`src/rtl/dnle_pkg.sv`:
```
// ----------------------------------------------------------------------------
// dnle_pkg
// Shared types and constants for the DNS question name encoder.
// ----------------------------------------------------------------------------
package dnle_pkg;

    localparam int DATA_W    = 8;
    localparam int OFFSET_W  = 9;
    localparam int CAP_W     = 9;
    localparam int STATUS_W  = 2;
    localparam int CFG_W     = 16;
    localparam int CFG_IDX_W = 2;
    localparam int OP_W      = 2;

    localparam logic [DATA_W-1:0] DOT_CODE = 8'd46;

    // Configuration register indexes.
    localparam logic [CFG_IDX_W-1:0] CFG_QUERY_TYPE  = 2'd0;
    localparam logic [CFG_IDX_W-1:0] CFG_QUERY_CLASS = 2'd1;
    localparam logic [CFG_IDX_W-1:0] CFG_CAPACITY    = 2'd2;

    localparam logic [CFG_W-1:0] QUERY_TYPE_RST  = 16'd1;
    localparam logic [CFG_W-1:0] QUERY_CLASS_RST = 16'd1;
    localparam logic [CAP_W-1:0] CAPACITY_RST    = 9'd261;

    // Result status codes.
    localparam logic [STATUS_W-1:0] ST_OK        = 2'd0;
    localparam logic [STATUS_W-1:0] ST_LABEL_LEN = 2'd1;
    localparam logic [STATUS_W-1:0] ST_OVERFLOW  = 2'd2;

    // Request kinds.
    localparam logic REQ_CHAR = 1'b0;
    localparam logic REQ_END  = 1'b1;

    // Commands passed from the front part to the back part.
    typedef enum logic [OP_W-1:0] {
        OP_WRITE  = 2'd0,   // one byte write, checked against the capacity
        OP_REJECT = 2'd1,   // dropped item, reported as is
        OP_END    = 2'd2    // finish the name: length, terminator, type, class
    } op_t;

    typedef struct packed {
        logic              req_type;
        logic [DATA_W-1:0] char_code;
    } in_item_t;

    typedef struct packed {
        logic [OFFSET_W-1:0] write_offset;
        logic [DATA_W-1:0]   write_data;
        logic                last_write;
        logic [STATUS_W-1:0] status;
    } out_item_t;

endpackage

```
`src/rtl/dns_name_label_encoder.sv`:
```
// ----------------------------------------------------------------------------
// dns_name_label_encoder
// Turns a dotted domain name into byte writes of a DNS question.
// ----------------------------------------------------------------------------
// Usage:
//   The input channel (in_valid/in_ready/in_item) takes one item per name
//   character, or an end item that closes the name. The output channel
//   (out_valid/out_ready/out_item) gives byte writes (offset, data) that build
//   the question: label length bytes, label bytes, terminator, type, class.
//   Characters are taken one per cycle. A character or dot gives at most one
//   write; an end item gives five or six writes, which the back part emits
//   one per cycle from its output register while the output is not stalled.
//   Each write passes through a four-entry command queue between the front
//   and back parts and then that output register. Characters keep flowing
//   while the back part expands an end item or the receiver stalls; in_ready
//   drops only when that queue is full. Reset empties the queue, clears the
//   name state and loads the register defaults (type 1, class 1, capacity
//   261). Configuration is written through cfg_wr_en/cfg_index/cfg_data by
//   the user only while the block is idle; the block does not enforce this.
// ----------------------------------------------------------------------------
module dns_name_label_encoder
    import dnle_pkg::*;
#(
    parameter int NAME_MAX    = 255,
    parameter int LABEL_MAX   = 63,
    parameter int QUEUE_DEPTH = 4
) (
    input  logic                 clk,
    input  logic                 rst_n,
    input  logic                 in_valid,
    output logic                 in_ready,
    input  in_item_t             in_item,
    output logic                 out_valid,
    input  logic                 out_ready,
    output out_item_t            out_item,
    input  logic                 cfg_wr_en,
    input  logic [CFG_IDX_W-1:0] cfg_index,
    input  logic [CFG_W-1:0]     cfg_data
);

    // Offsets reach the name length plus the five closing bytes.
    localparam int POS_W   = $clog2(NAME_MAX + 6);
    localparam int ENTRY_W = OP_W + 2 * POS_W + DATA_W + STATUS_W;

    logic [CFG_W-1:0]   query_type_reg;
    logic [CFG_W-1:0]   query_class_reg;
    logic [CAP_W-1:0]   capacity_reg;

    logic               push;
    logic [ENTRY_W-1:0] push_data;
    logic               pop;
    logic [ENTRY_W-1:0] head_data;
    logic               head_valid;
    logic               queue_full;

    always_ff @(posedge clk or negedge rst_n)
    begin
        if (!rst_n)
        begin
            query_type_reg  <= QUERY_TYPE_RST;
            query_class_reg <= QUERY_CLASS_RST;
            capacity_reg    <= CAPACITY_RST;
        end
        else if (cfg_wr_en)
        begin
            unique case (cfg_index)
                CFG_QUERY_TYPE:  query_type_reg  <= cfg_data;
                CFG_QUERY_CLASS: query_class_reg <= cfg_data;
                CFG_CAPACITY:    capacity_reg    <= cfg_data[CAP_W-1:0];
                default:         ;
            endcase
        end
    end

    dnle_front #(
        .NAME_MAX  (NAME_MAX),
        .LABEL_MAX (LABEL_MAX),
        .POS_W     (POS_W),
        .ENTRY_W   (ENTRY_W)
    ) u_front (
        .clk        (clk),
        .rst_n      (rst_n),
        .in_valid   (in_valid),
        .in_ready   (in_ready),
        .in_item    (in_item),
        .capacity   (capacity_reg),
        .queue_full (queue_full),
        .push       (push),
        .push_data  (push_data)
    );

    dnle_fifo #(
        .WIDTH (ENTRY_W),
        .DEPTH (QUEUE_DEPTH)
    ) u_fifo (
        .clk       (clk),
        .rst_n     (rst_n),
        .push      (push),
        .push_data (push_data),
        .pop       (pop),
        .head_data (head_data),
        .not_empty (head_valid),
        .full      (queue_full)
    );

    dnle_back #(
        .POS_W   (POS_W),
        .ENTRY_W (ENTRY_W)
    ) u_back (
        .clk         (clk),
        .rst_n       (rst_n),
        .head_data   (head_data),
        .head_valid  (head_valid),
        .pop         (pop),
        .query_type  (query_type_reg),
        .query_class (query_class_reg),
        .capacity    (capacity_reg),
        .out_valid   (out_valid),
        .out_ready   (out_ready),
        .out_item    (out_item)
    );

endmodule

```
`src/rtl/dnle_fifo.sv`:
```
// ----------------------------------------------------------------------------
// dnle_fifo
// Small flop-based command queue between the front and back parts.
// ----------------------------------------------------------------------------
module dnle_fifo #(
    parameter int WIDTH = 32,
    parameter int DEPTH = 4
) (
    input  logic             clk,
    input  logic             rst_n,
    input  logic             push,
    input  logic [WIDTH-1:0] push_data,
    input  logic             pop,
    output logic [WIDTH-1:0] head_data,
    output logic             not_empty,
    output logic             full
);

    localparam int PTR_W = (DEPTH > 1) ? $clog2(DEPTH) : 1;
    localparam int CNT_W = $clog2(DEPTH + 1);

    logic [WIDTH-1:0] mem_reg [DEPTH];
    logic [PTR_W-1:0] wr_ptr_reg, wr_ptr_next;
    logic [PTR_W-1:0] rd_ptr_reg, rd_ptr_next;
    logic [CNT_W-1:0] count_reg, count_next;

    assign head_data = mem_reg[rd_ptr_reg];
    assign not_empty = (count_reg != '0);
    assign full      = (count_reg == CNT_W'(DEPTH));

    always_comb
    begin
        wr_ptr_next = wr_ptr_reg;
        rd_ptr_next = rd_ptr_reg;
        count_next  = count_reg;
        if (push)
        begin
            wr_ptr_next = (wr_ptr_reg == PTR_W'(DEPTH - 1)) ? '0 : wr_ptr_reg + 1'b1;
        end
        if (pop)
        begin
            rd_ptr_next = (rd_ptr_reg == PTR_W'(DEPTH - 1)) ? '0 : rd_ptr_reg + 1'b1;
        end
        if (push && !pop)
        begin
            count_next = count_reg + 1'b1;
        end
        else if (pop && !push)
        begin
            count_next = count_reg - 1'b1;
        end
    end

    always_ff @(posedge clk or negedge rst_n)
    begin
        if (!rst_n)
        begin
            wr_ptr_reg <= '0;
            rd_ptr_reg <= '0;
            count_reg  <= '0;
        end
        else
        begin
            wr_ptr_reg <= wr_ptr_next;
            rd_ptr_reg <= rd_ptr_next;
            count_reg  <= count_next;
        end
    end

    always_ff @(posedge clk)
    begin
        if (push)
        begin
            mem_reg[wr_ptr_reg] <= push_data;
        end
    end

`ifndef SYNTHESIS
    a_count_in_range: assert property (@(posedge clk) disable iff (!rst_n)
        count_reg <= CNT_W'(DEPTH))
        else $error("queue count beyond depth");
    a_no_pop_empty: assert property (@(posedge clk) disable iff (!rst_n)
        pop |-> not_empty)
        else $error("pop from empty queue");
`endif

endmodule

```
`src/rtl/dnle_front.sv`:
```
// ----------------------------------------------------------------------------
// dnle_front
// Accepts name characters, tracks label and name state, and queues commands.
// ----------------------------------------------------------------------------
module dnle_front
    import dnle_pkg::*;
#(
    parameter int NAME_MAX  = 255,
    parameter int LABEL_MAX = 63,
    parameter int POS_W     = 9,
    parameter int ENTRY_W   = OP_W + 2 * POS_W + DATA_W + STATUS_W
) (
    input  logic               clk,
    input  logic               rst_n,
    input  logic               in_valid,
    output logic               in_ready,
    input  in_item_t           in_item,
    input  logic [CAP_W-1:0]   capacity,
    input  logic               queue_full,
    output logic               push,
    output logic [ENTRY_W-1:0] push_data
);

    localparam int LEN_W = $clog2(LABEL_MAX + 1);
    localparam int NC_W  = $clog2(NAME_MAX + 1);
    localparam int CMP_W = (POS_W > CAP_W) ? POS_W : CAP_W;

    typedef struct packed {
        op_t                 op;
        logic [POS_W-1:0]    slot;
        logic [POS_W-1:0]    pos;
        logic [DATA_W-1:0]   data;
        logic [STATUS_W-1:0] status;
    } entry_t;

    logic [POS_W-1:0]    pos_reg, pos_next;
    logic [LEN_W-1:0]    len_reg, len_next;
    logic [POS_W-1:0]    slot_reg, slot_next;
    logic [STATUS_W-1:0] err_reg, err_next;
    logic [NC_W-1:0]     chars_reg, chars_next;

    entry_t entry;
    logic   accept;
    logic   emit;

    assign in_ready  = !queue_full;
    assign accept    = in_valid && in_ready;
    assign push      = accept && emit;
    assign push_data = entry;

    always_comb
    begin
        pos_next   = pos_reg;
        len_next   = len_reg;
        slot_next  = slot_reg;
        err_next   = err_reg;
        chars_next = chars_reg;
        emit       = 1'b1;
        entry      = '{op: OP_REJECT, slot: '0, pos: pos_reg, data: '0, status: ST_OK};

        if (in_item.req_type == REQ_END)
        begin
            entry = '{op: OP_END, slot: slot_reg, pos: pos_reg,
                      data: DATA_W'(len_reg), status: err_reg};
            pos_next   = POS_W'(1);
            len_next   = '0;
            slot_next  = '0;
            err_next   = ST_OK;
            chars_next = '0;
        end
        else if (chars_reg >= NC_W'(NAME_MAX))
        begin
            entry.status = ST_OVERFLOW;
            if (err_reg == ST_OK)
            begin
                err_next = ST_OVERFLOW;
            end
        end
        else if (in_item.char_code == DOT_CODE)
        begin
            chars_next = chars_reg + 1'b1;
            if (len_reg == '0)
            begin
                // An empty label produces nothing.
                emit = 1'b0;
            end
            else
            begin
                entry = '{op: OP_WRITE, slot: slot_reg, pos: pos_reg,
                          data: DATA_W'(len_reg), status: ST_OK};
                slot_next = pos_reg;
                pos_next  = pos_reg + 1'b1;
                len_next  = '0;
            end
        end
        else if (len_reg >= LEN_W'(LABEL_MAX))
        begin
            entry.status = ST_LABEL_LEN;
            if (err_reg == ST_OK)
            begin
                err_next = ST_LABEL_LEN;
            end
        end
        else if (CMP_W'(pos_reg) >= CMP_W'(capacity))
        begin
            entry.status = ST_OVERFLOW;
            if (err_reg == ST_OK)
            begin
                err_next = ST_OVERFLOW;
            end
        end
        else
        begin
            entry = '{op: OP_WRITE, slot: pos_reg, pos: pos_reg,
                      data: in_item.char_code, status: ST_OK};
            pos_next   = pos_reg + 1'b1;
            len_next   = len_reg + 1'b1;
            chars_next = chars_reg + 1'b1;
        end
    end

    always_ff @(posedge clk or negedge rst_n)
    begin
        if (!rst_n)
        begin
            pos_reg   <= POS_W'(1);
            len_reg   <= '0;
            slot_reg  <= '0;
            err_reg   <= ST_OK;
            chars_reg <= '0;
        end
        else if (accept)
        begin
            pos_reg   <= pos_next;
            len_reg   <= len_next;
            slot_reg  <= slot_next;
            err_reg   <= err_next;
            chars_reg <= chars_next;
        end
    end

`ifndef SYNTHESIS
    a_label_bound: assert property (@(posedge clk) disable iff (!rst_n)
        len_reg <= LEN_W'(LABEL_MAX))
        else $error("label length beyond its limit");
`endif

endmodule

```
`src/rtl/dnle_back.sv`:
```
// ----------------------------------------------------------------------------
// dnle_back
// Expands queued commands into byte writes and holds the output register.
// ----------------------------------------------------------------------------
module dnle_back
    import dnle_pkg::*;
#(
    parameter int POS_W   = 9,
    parameter int ENTRY_W = OP_W + 2 * POS_W + DATA_W + STATUS_W
) (
    input  logic               clk,
    input  logic               rst_n,
    input  logic [ENTRY_W-1:0] head_data,
    input  logic               head_valid,
    output logic               pop,
    input  logic [CFG_W-1:0]   query_type,
    input  logic [CFG_W-1:0]   query_class,
    input  logic [CAP_W-1:0]   capacity,
    output logic               out_valid,
    input  logic               out_ready,
    output out_item_t          out_item
);

    localparam int CMP_W  = (POS_W > CAP_W) ? POS_W : CAP_W;
    localparam int STEP_W = 3;

    typedef struct packed {
        op_t                 op;
        logic [POS_W-1:0]    slot;
        logic [POS_W-1:0]    pos;
        logic [DATA_W-1:0]   data;
        logic [STATUS_W-1:0] status;
    } entry_t;

    entry_t              head;
    logic [STEP_W-1:0]   step_reg, step_next;
    logic                out_valid_reg, out_valid_next;
    out_item_t           out_item_reg;
    logic                load;
    logic                done;
    logic                checked;
    logic                nonempty;
    logic [1:0]          tail_idx;
    logic [STEP_W-1:0]   tail_step;
    logic [CMP_W-1:0]    offset;
    logic [DATA_W-1:0]   data;
    logic                last;
    logic [STATUS_W-1:0] status;
    out_item_t           gen;

    assign head      = entry_t'(head_data);
    assign load      = !out_valid_reg || out_ready;
    assign nonempty  = (head.data != '0);
    assign tail_step = nonempty ? (step_reg - 3'd2) : (step_reg - 3'd1);
    assign tail_idx  = tail_step[1:0];

    // Byte write for the head command at the current step.
    always_comb
    begin
        offset  = '0;
        data    = '0;
        last    = 1'b0;
        status  = head.status;
        checked = 1'b1;
        done    = 1'b1;
        unique case (head.op)
            OP_WRITE:
            begin
                offset = CMP_W'(head.slot);
                data   = head.data;
            end
            OP_REJECT:
            begin
                checked = 1'b0;
            end
            OP_END:
            begin
                done = 1'b0;
                if (step_reg == '0)
                begin
                    offset = CMP_W'(head.slot);
                    data   = head.data;
                end
                else if (nonempty && step_reg == 3'd1)
                begin
                    offset = CMP_W'(head.pos);
                end
                else
                begin
                    offset = CMP_W'(head.pos) + CMP_W'(nonempty) + CMP_W'(tail_idx);
                    unique case (tail_idx)
                        2'd0: data = query_type[15:8];
                        2'd1: data = query_type[7:0];
                        2'd2: data = query_class[15:8];
                        2'd3: data = query_class[7:0];
                        default: data = '0;
                    endcase
                    last = (tail_idx == 2'd3);
                    done = last;
                end
            end
            default:
            begin
                checked = 1'b0;
            end
        endcase

        // Writes that fall outside the buffer are flagged and blanked.
        if (checked && offset >= CMP_W'(capacity))
        begin
            offset = '0;
            data   = '0;
            status = ST_OVERFLOW;
        end

        gen = '{write_offset: offset[OFFSET_W-1:0], write_data: data,
                last_write: last, status: status};
    end

    always_comb
    begin
        pop            = 1'b0;
        step_next      = step_reg;
        out_valid_next = out_valid_reg;
        if (load)
        begin
            out_valid_next = head_valid;
            if (head_valid)
            begin
                pop       = done;
                step_next = done ? '0 : step_reg + 1'b1;
            end
        end
    end

    always_ff @(posedge clk or negedge rst_n)
    begin
        if (!rst_n)
        begin
            step_reg      <= '0;
            out_valid_reg <= 1'b0;
        end
        else
        begin
            step_reg      <= step_next;
            out_valid_reg <= out_valid_next;
        end
    end

    always_ff @(posedge clk)
    begin
        if (load && head_valid)
        begin
            out_item_reg <= gen;
        end
    end

    assign out_valid = out_valid_reg;
    assign out_item  = out_item_reg;

`ifndef SYNTHESIS
    a_step_in_end: assert property (@(posedge clk) disable iff (!rst_n)
        step_reg != '0 |-> (head_valid && head.op == OP_END))
        else $error("end expansion step without an end command");
    a_ok_in_buffer: assert property (@(posedge clk) disable iff (!rst_n)
        (out_valid && out_item.status == ST_OK) |->
            (CMP_W'(out_item.write_offset) < CMP_W'(capacity)))
        else $error("unflagged write beyond the buffer");
`endif

endmodule

```
`config.mk`:
```
export PLATFORM = sky130hd
export DESIGN_NAME = dns_name_label_encoder
export DESIGN_NICKNAME = d
export VERILOG_FILES = /design/src/rtl/dnle_pkg.sv /design/src/rtl/dns_name_label_encoder.sv /design/src/rtl/dnle_fifo.sv /design/src/rtl/dnle_front.sv /design/src/rtl/dnle_back.sv
export SDC_FILE = /design/constraint.sdc
export NUM_CORES = 1
export LEC_CHECK = 0
export ABC_AREA = 0
export BUFFER_PORTS_ARGS = -buffer_cell sky130_fd_sc_hd__buf_2
export CAP_MARGIN = 20
export CORE_ASPECT_RATIO = 1.4
export CORE_MARGIN = 2
export CORE_UTILIZATION = 30
export CTS_CLUSTER_SIZE = 8
export DETAILED_ROUTE_END_ITERATION = 8
export GPL_TIMING_DRIVEN = 0
export HOLD_SLACK_MARGIN = 0.05
export MAX_ROUTING_LAYER = met4
export SYNTH_ARGS = -nofsm -noshare
export SYNTH_HDL_FRONTEND = slang
export SYNTH_SLANG_ARGS = --single-unit
```
`constraint.sdc`:
```
create_clock -name clk -period 11.1 [get_ports clk]
set_clock_uncertainty 0.05 [all_clocks]
set_input_delay 1.11 -clock clk [delete_from_list [all_inputs] [get_ports clk]]
set_output_delay 1.11 -clock clk [all_outputs]
set_load 0.02 [all_outputs]
```
==> results of run 1 <==
[worst reg2reg max path, delay by kind of cell (launching register included)]
kind,cells,cell delay (ns)
AO/OA/AOI/OAI,6,1.71
XOR/XNOR,1,0.17
adder cells (fa/ha/maj),2,0.64
buffers and inverters,6,1.62
flip-flops,1,0.53
multiplexers,2,0.79
AND/OR/NAND/NOR,4,1.21
[per-stage QoR]
| stage | util | area (um2) | setup WS (ns) | cells |
|---|---|---|---|---|
| 2_1_floorplan | - | 10600 | 5.72 | 801 |
| 3_3_place_gp | 0.328 | 11500 | 4.00 | 1310 |
| 3_5_place_dp | 0.330 | 11500 | 3.91 | 1312 |
| 4_1_cts | 0.358 | 12500 | 3.88 | 1373 |
| 5_1_grt | 0.358 | 12500 | 3.64 | 1374 |
| 6_report | 0.358 | 12500 | 4.09 | 1375 |
[worst min-delay path by stage]
stage / end / startpoint
final: u_front.slot_reg[3] / u_front.slot_reg[3]
after global routing: u_front.slot_reg[3] / u_front.slot_reg[3]
after CTS: query_type_reg[6] / rst_n
after detailed placement: u_front.slot_reg[8] / u_front.slot_reg[8]
after global placement: u_front.slot_reg[1] / u_front.slot_reg[1]
after floorplan: u_front.slot_reg[1] / u_front.slot_reg[1]
[cell usage in the layout, fill, tap and decap left out, types with 10 or more instances in the layout]
master	count
xnor2_1	13
edfxtp_1	140
mux4_2	28
nor2_1	60
clkbuf_16	34
mux2_2	53
o21ai_0	23
o22ai_1	10
a31oi_1	11
clkbuf_1	52
a22o_1	10
ha_1	32
dfrtp_1	80
nand3b_1	13
nand2_1	66
nor3_1	14
inv_1	26
a21oi_1	33
buf_2	53
nand3_1	16
mux2i_1	17
[cell type report]
cell class / count / share of cell area
antenna: 1 / 0.000200
buffer: 35 / 0.0124
clock buffer: 57 / 0.0748
clock inverter: 4 / 0.00339
inverter: 28 / 0.00839
multi-input combinational: 512 / 0.321
sequential: 226 / 0.508
tap: 456 / 0.0455
timing repair buffer: 56 / 0.0264
[layer usage]
layer | GRT usage | vias to the layer above | wire length, um
li1 | - | 3210 | -
met1 | 0.159 | 3330 | 10100
met2 | 0.258 | 156 | 13100
met3 | 0.0238 | 59 | 1060
met4 | 0.0577 | 0 | 896
met5 | - | - | 0
[kinds of logic (layout without fill, tap and decap cells)]
family                     Yosys count  count (layout)  share of synthesized area
and+or+nand+nor                    231             231                      0.107
AOI/OAI and AO/OA                  130             130                     0.0819
muxes                               99              99                      0.133
buffers and inverters               63             180                     0.0245
xor gates and xnor gates            18              18                     0.0148
other                                0               1                          0
DFF                                226             226                      0.598
adders and majority gates           34              34                     0.0414
[power by group]
group / internal [mW] / leakage, nW / switching [mW]
clock: 0.575 / 0.466 / 0.372
sequential: 1.14 / 2.41 / 0.0984
combinational: 0.463 / 1.92 / 0.690
==> run metrics, run 1 <==
status=completed; Layout area overhead=17.7%; fill cell total of the finished layout=3379; CTS tree=done; register area share after synthesis=0.598; I/O Pins=54; vias in the first global route=7078; CP max FO=10; Routed WL=25200 um; initial antenna violation count=0; Worst setup SP type=flop; TritonCTS Sinks=226; CP arrival=7.16 ns; PortBufs=53; max incr delay on CP=0.81 ns; ANT nets after route=0; Post-synth EDFFs=140; post-DR wirelength/cell=18.3 um; CP Depth=21; ys flop type=edfxtp_1; FF+latch area=6360 um2; Post-route DRC=0; Seq cells post-synth=226; Slew @ Worst Pin=0.892 ns; final setup violation count=0; unrepaired setup endpoints after global routing=no; async set-reset flop share out of synthesis=0.381; Slew Limit Fails=0; Largest register FFs=120; Tmin final=7.01 ns; Worst-path clk slew=0.06 ns; Root Driver=clkbuf_16; WP buf/inv=6; post-synth top area share=0.395; Rows=81; Mapped Area=10600 um2; Yosys warning total=0; Mapped Cells=801; GR Util All Layers=0.144; Vias/cell=4.91; area of the multi-input gates=4020 um2; crit-path cells=clkbuf_1 -> mux4_2 -> or4_1 -> or2_1 -> buf_6 -> clkbuf_1 -> clkbuf_1 -> mux2i_1 -> fa_1 -> nand2_1 -> nor3b_1 -> xnor2_1 -> o22a_1 -> inv_1 -> ha_1 -> a211oi_1 -> o21ai_0 -> o221ai_1 -> a21oi_1 -> clkbuf_1 -> a2111oi_0; top cells by area, synth=edfxtp_1 (40%), dfrtp_1 (19%), mux4_2 (5.9%), mux2_2 (5.6%), ha_1 (3.8%); fmax=143 MHz; CP Class=reg2reg; hpwl dp=17500 um; Critical Path RT=11.25 ns; GR Overflow Total=0; Power Total=3.34 mW; pwr dens=267 nW/um2; Lkg Pwr=4.80 nW; total number of vias=6755; Die W=163 um; Slew Limit Headroom=0.401; core area=35000 um2; r2r endpoint=u_back.out_item[13]; Top delay family on crit path=compound AO/OA/AOI/OAI gates; share of layout cells above drive strength 1=0.220; # nets final=959; Worst IR Drop VDD=0.118 mV; top cells by instance count after synthesis=edfxtp_1 (140), dfrtp_1 (80), nand2_1 (66); Clock Latency Late Sink=0.52 ns; post-synth top area cell=edfxtp_1; die area=37000 um2; initial core utilization=0.304; GP Congestion=0.838; reg2reg setup slack=4.09 ns; Post-CTS Resized=0; DR iter-0 viols=405; Hold Path Class=reg2reg; cell mode on critical path=clkbuf_1; Worst setup endpoint=u_back.out_item[13]; Final Hold Vio Count=0; Worst Hold Slack=0.414 ns; CTS Hold Buffers Added=0; Worst Setup SP=u_fifo.rd_ptr_reg[1]; Distinct cells, synth=61; WHS Path Cells=2; post-CTS setup buffer count=0; pin count of the biggest net entering global routing=68; syn avg cell area=13.3 um2; drt first pass iters=4; Post-Syn Nets=867; CTS buffer count=34; worst-case clock buffer depth=3; first-pass GRT wire length=39600 um; Max Cap Violations=0; most common cell in the netlist=edfxtp_1; RR Startpoint=u_fifo.rd_ptr_reg[1]; Worst R2R Path Depth=21; Die H=227 um; CP endpoint kind=flop; Tcrit/Tclk final=0.631; H-tree depth=2; setup TNS=0 ns; Crit-path slowest cell=a2111oi_0
Power figures use the tool's default switching activity.
==> run 2, diff against run 1 <==
ABC_AREA = 1   (was 0)
clock period = 5.9 ns   (was 11.1 ns; I/O delays follow)
==> run metrics, run 2 <==
Slew Limit Headroom=0.449; Die W=166 um; Root Driver=clkbuf_16; GR Overflow Total=0; Post-route DRC=0; crit-path cells=buf_4 -> clkbuf_1 -> buf_1 -> o21ai_0 -> o22ai_1 -> fa_1 -> inv_1 -> nor3_1 -> nand2_1 -> xor2_1 -> nand2_1 -> o211ai_1 -> nand2_1 -> ha_1 -> a21oi_1 -> nand2_1 -> nand3_1 -> nand2_1 -> a21oi_1 -> o21bai_1 -> nand2_1 -> clkinvlp_4 -> a21oi_1; unrepaired setup endpoints after global routing=no; Tcrit/Tclk final=0.906; commonest non-fill, non-tap cell in the layout=nand2_1; Worst IR Drop VDD=0.317 mV; Slew @ Worst Pin=0.825 ns; final setup violation count=0; Mapped Cells=1179; area of the multi-input gates=4040 um2; GR Util All Layers=0.154; CTS tree=done; ys flop type=edfxtp_1; # nets final=1340; Slew Limit Fails=0; Distinct cells, synth=53; register area share after synthesis=0.574; TritonCTS Sinks=226; Vias/cell=4.79; cell area after layout=13100 um2; drt first pass iters=5; post-CTS setup buffer count=0; Post-synth EDFFs=140; RR Startpoint=u_fifo.rd_ptr_reg[1]; Worst R2R Path Depth=23; status=completed; I/O Pins=54; Die H=231 um; Clock Latency Late Sink=0.51 ns; CP max FO=16; Tmin final=5.35 ns; commonest cells after routing, fill and taps aside=nand2_1 (294), edfxtp_1 (140), inv_1 (112), o21ai_0 (103), nand3_1 (99); Hold Path Class=in2reg; # placed instances=1705; Lkg Pwr=5.56 nW; async set-reset flop share out of synthesis=0.381; CTS buffer count=34; total number of vias=8463; top cells by area, synth=edfxtp_1 (38%), dfrtp_1 (18%), nand2_1 (10%), o21ai_0 (4.6%), nand3_1 (4.5%); Final Hold Vio Count=0; Final Util=0.359; Post-DP Area=12100 um2; CP endpoint kind=flop; Post-Syn Nets=1245; initial core utilization=0.303; GP Congestion=0.892; Yosys warning total=0; Largest register FFs=120; Mapped Area=11100 um2; fmax=187 MHz; Worst setup endpoint=u_back.out_item[14]; first-pass GRT wire length=45600 um; r2r endpoint=u_back.out_item[14]; H-tree depth=2; most common cell in the netlist=nand2_1; pin count of the biggest net entering global routing=48; max incr delay on CP=0.49 ns; Worst Setup SP=u_fifo.rd_ptr_reg[1]; reg2reg setup slack=0.55 ns; Max Cap Violations=0; hpwl dp=21200 um; fill cell total of the finished layout=3654; Worst setup SP type=flop; post-synth top area cell=edfxtp_1; Routed WL=28700 um; Seq cells post-synth=226; PortBufs=53; Layout area overhead=18.3%; top cells by instance count after synthesis=nand2_1 (294), edfxtp_1 (140), inv_1 (113); die area=38500 um2; ANT nets after route=0; syn avg cell area=9.40 um2; pwr dens=527 nW/um2; worst-case clock buffer depth=3; CP Class=reg2reg; post-synth top area share=0.379; Crit-path slowest cell=buf_1; Power Total=6.91 mW; FF+latch area=6360 um2; Rows=83; CP arrival=5.61 ns; initial antenna violation count=2; post-DR wirelength/cell=16.2 um; share of layout cells above drive strength 1=0.129; final cell count without fillers=1766; vias in the first global route=8598; cell mode on critical path=nand2_1; setup TNS=0 ns; core area=36600 um2; Worst-path clk slew=0.05 ns; Critical Path RT=6.17 ns; DR iter-0 viols=495
## run 2: worst min-delay path by stage
stage / startpoint / to / depth (start not counted)
floorplan: rst_n / capacity_reg[1] / 0
global placement: query_class_reg[2] / query_class_reg[2] / 2
detailed placement: query_class_reg[2] / query_class_reg[2] / 2
CTS: out_ready / u_back.out_valid / 2
global route: out_ready / u_back.out_valid / 2
finish: out_ready / u_back.out_valid / 2
## run 2: layout make-up
class / instances / share of cell area
inverters: 123 / 0.0359
clock inverters: 2 / 0.00296
multi-input cells: 787 / 0.308
repair buffers: 60 / 0.0305
clock buffers: 57 / 0.0738
plain buffers: 42 / 0.0188
well taps: 467 / 0.0445
flip-flops and latches: 226 / 0.485
diodes: 2 / 0.000382
## run 2: critical path, delay by kind of cell, from the launching register on
family	cells	cell delay, ns
buffers and inverters	5	1.57
XOR/XNOR	1	0.14
flip-flops	1	0.35
AND/OR/NAND/NOR	8	1.05
adder cells (fa/ha/maj)	2	0.58
AO/OA/AOI/OAI	7	1.40
## run 2: power breakdown
part           leakage (nW)  internal, mW  switching, mW
Sequential             2.43          2.16          0.158
Combinational          2.65         0.888           1.88
Clock                 0.482          1.15          0.678
## run 2: through the flow
stage | hold WS (ns) | setup WS (ns)
finish | 0.237 | 0.554
global route | 0.251 | 0.0601
CTS | 0.224 | 0.373
detailed placement | 0.425 | 0.0508
global placement | 0.417 | 0.0559
floorplan | 0.244 | 1.76
## run 2: routing by layer
metal / part of all wire / wire length [um] / up-vias / GRT usage
met5: 0 / 0 / - / -
met4: 0.051 / 1460 / 0 / 0.0884
met3: 0.036 / 1040 / 75 / 0.0249
met2: 0.51 / 14700 / 189 / 0.272
met1: 0.40 / 11500 / 4025 / 0.162
li1: - / - / 4174 / -
## run 2: kinds of logic after synthesis
| logic type | count (synthesis) | share of synthesized area |
|---|---|---|
| buffers and inverters | 166 | 0.0647 |
| and+or+nand+nor | 533 | 0.208 |
| xor gates and xnor gates | 13 | 0.0103 |
| muxes | 1 | 0.00102 |
| adders and majority gates | 34 | 0.0397 |
| AOI/OAI and AO/OA | 206 | 0.102 |
| DFF | 226 | 0.574 |
## run 2: what timing repair did
item                                    CTS  global route
resized for setup                         0             1
endpoints found under the setup margin    1             1
hold buffers                              1             0
endpoints found under the hold margin    31             0
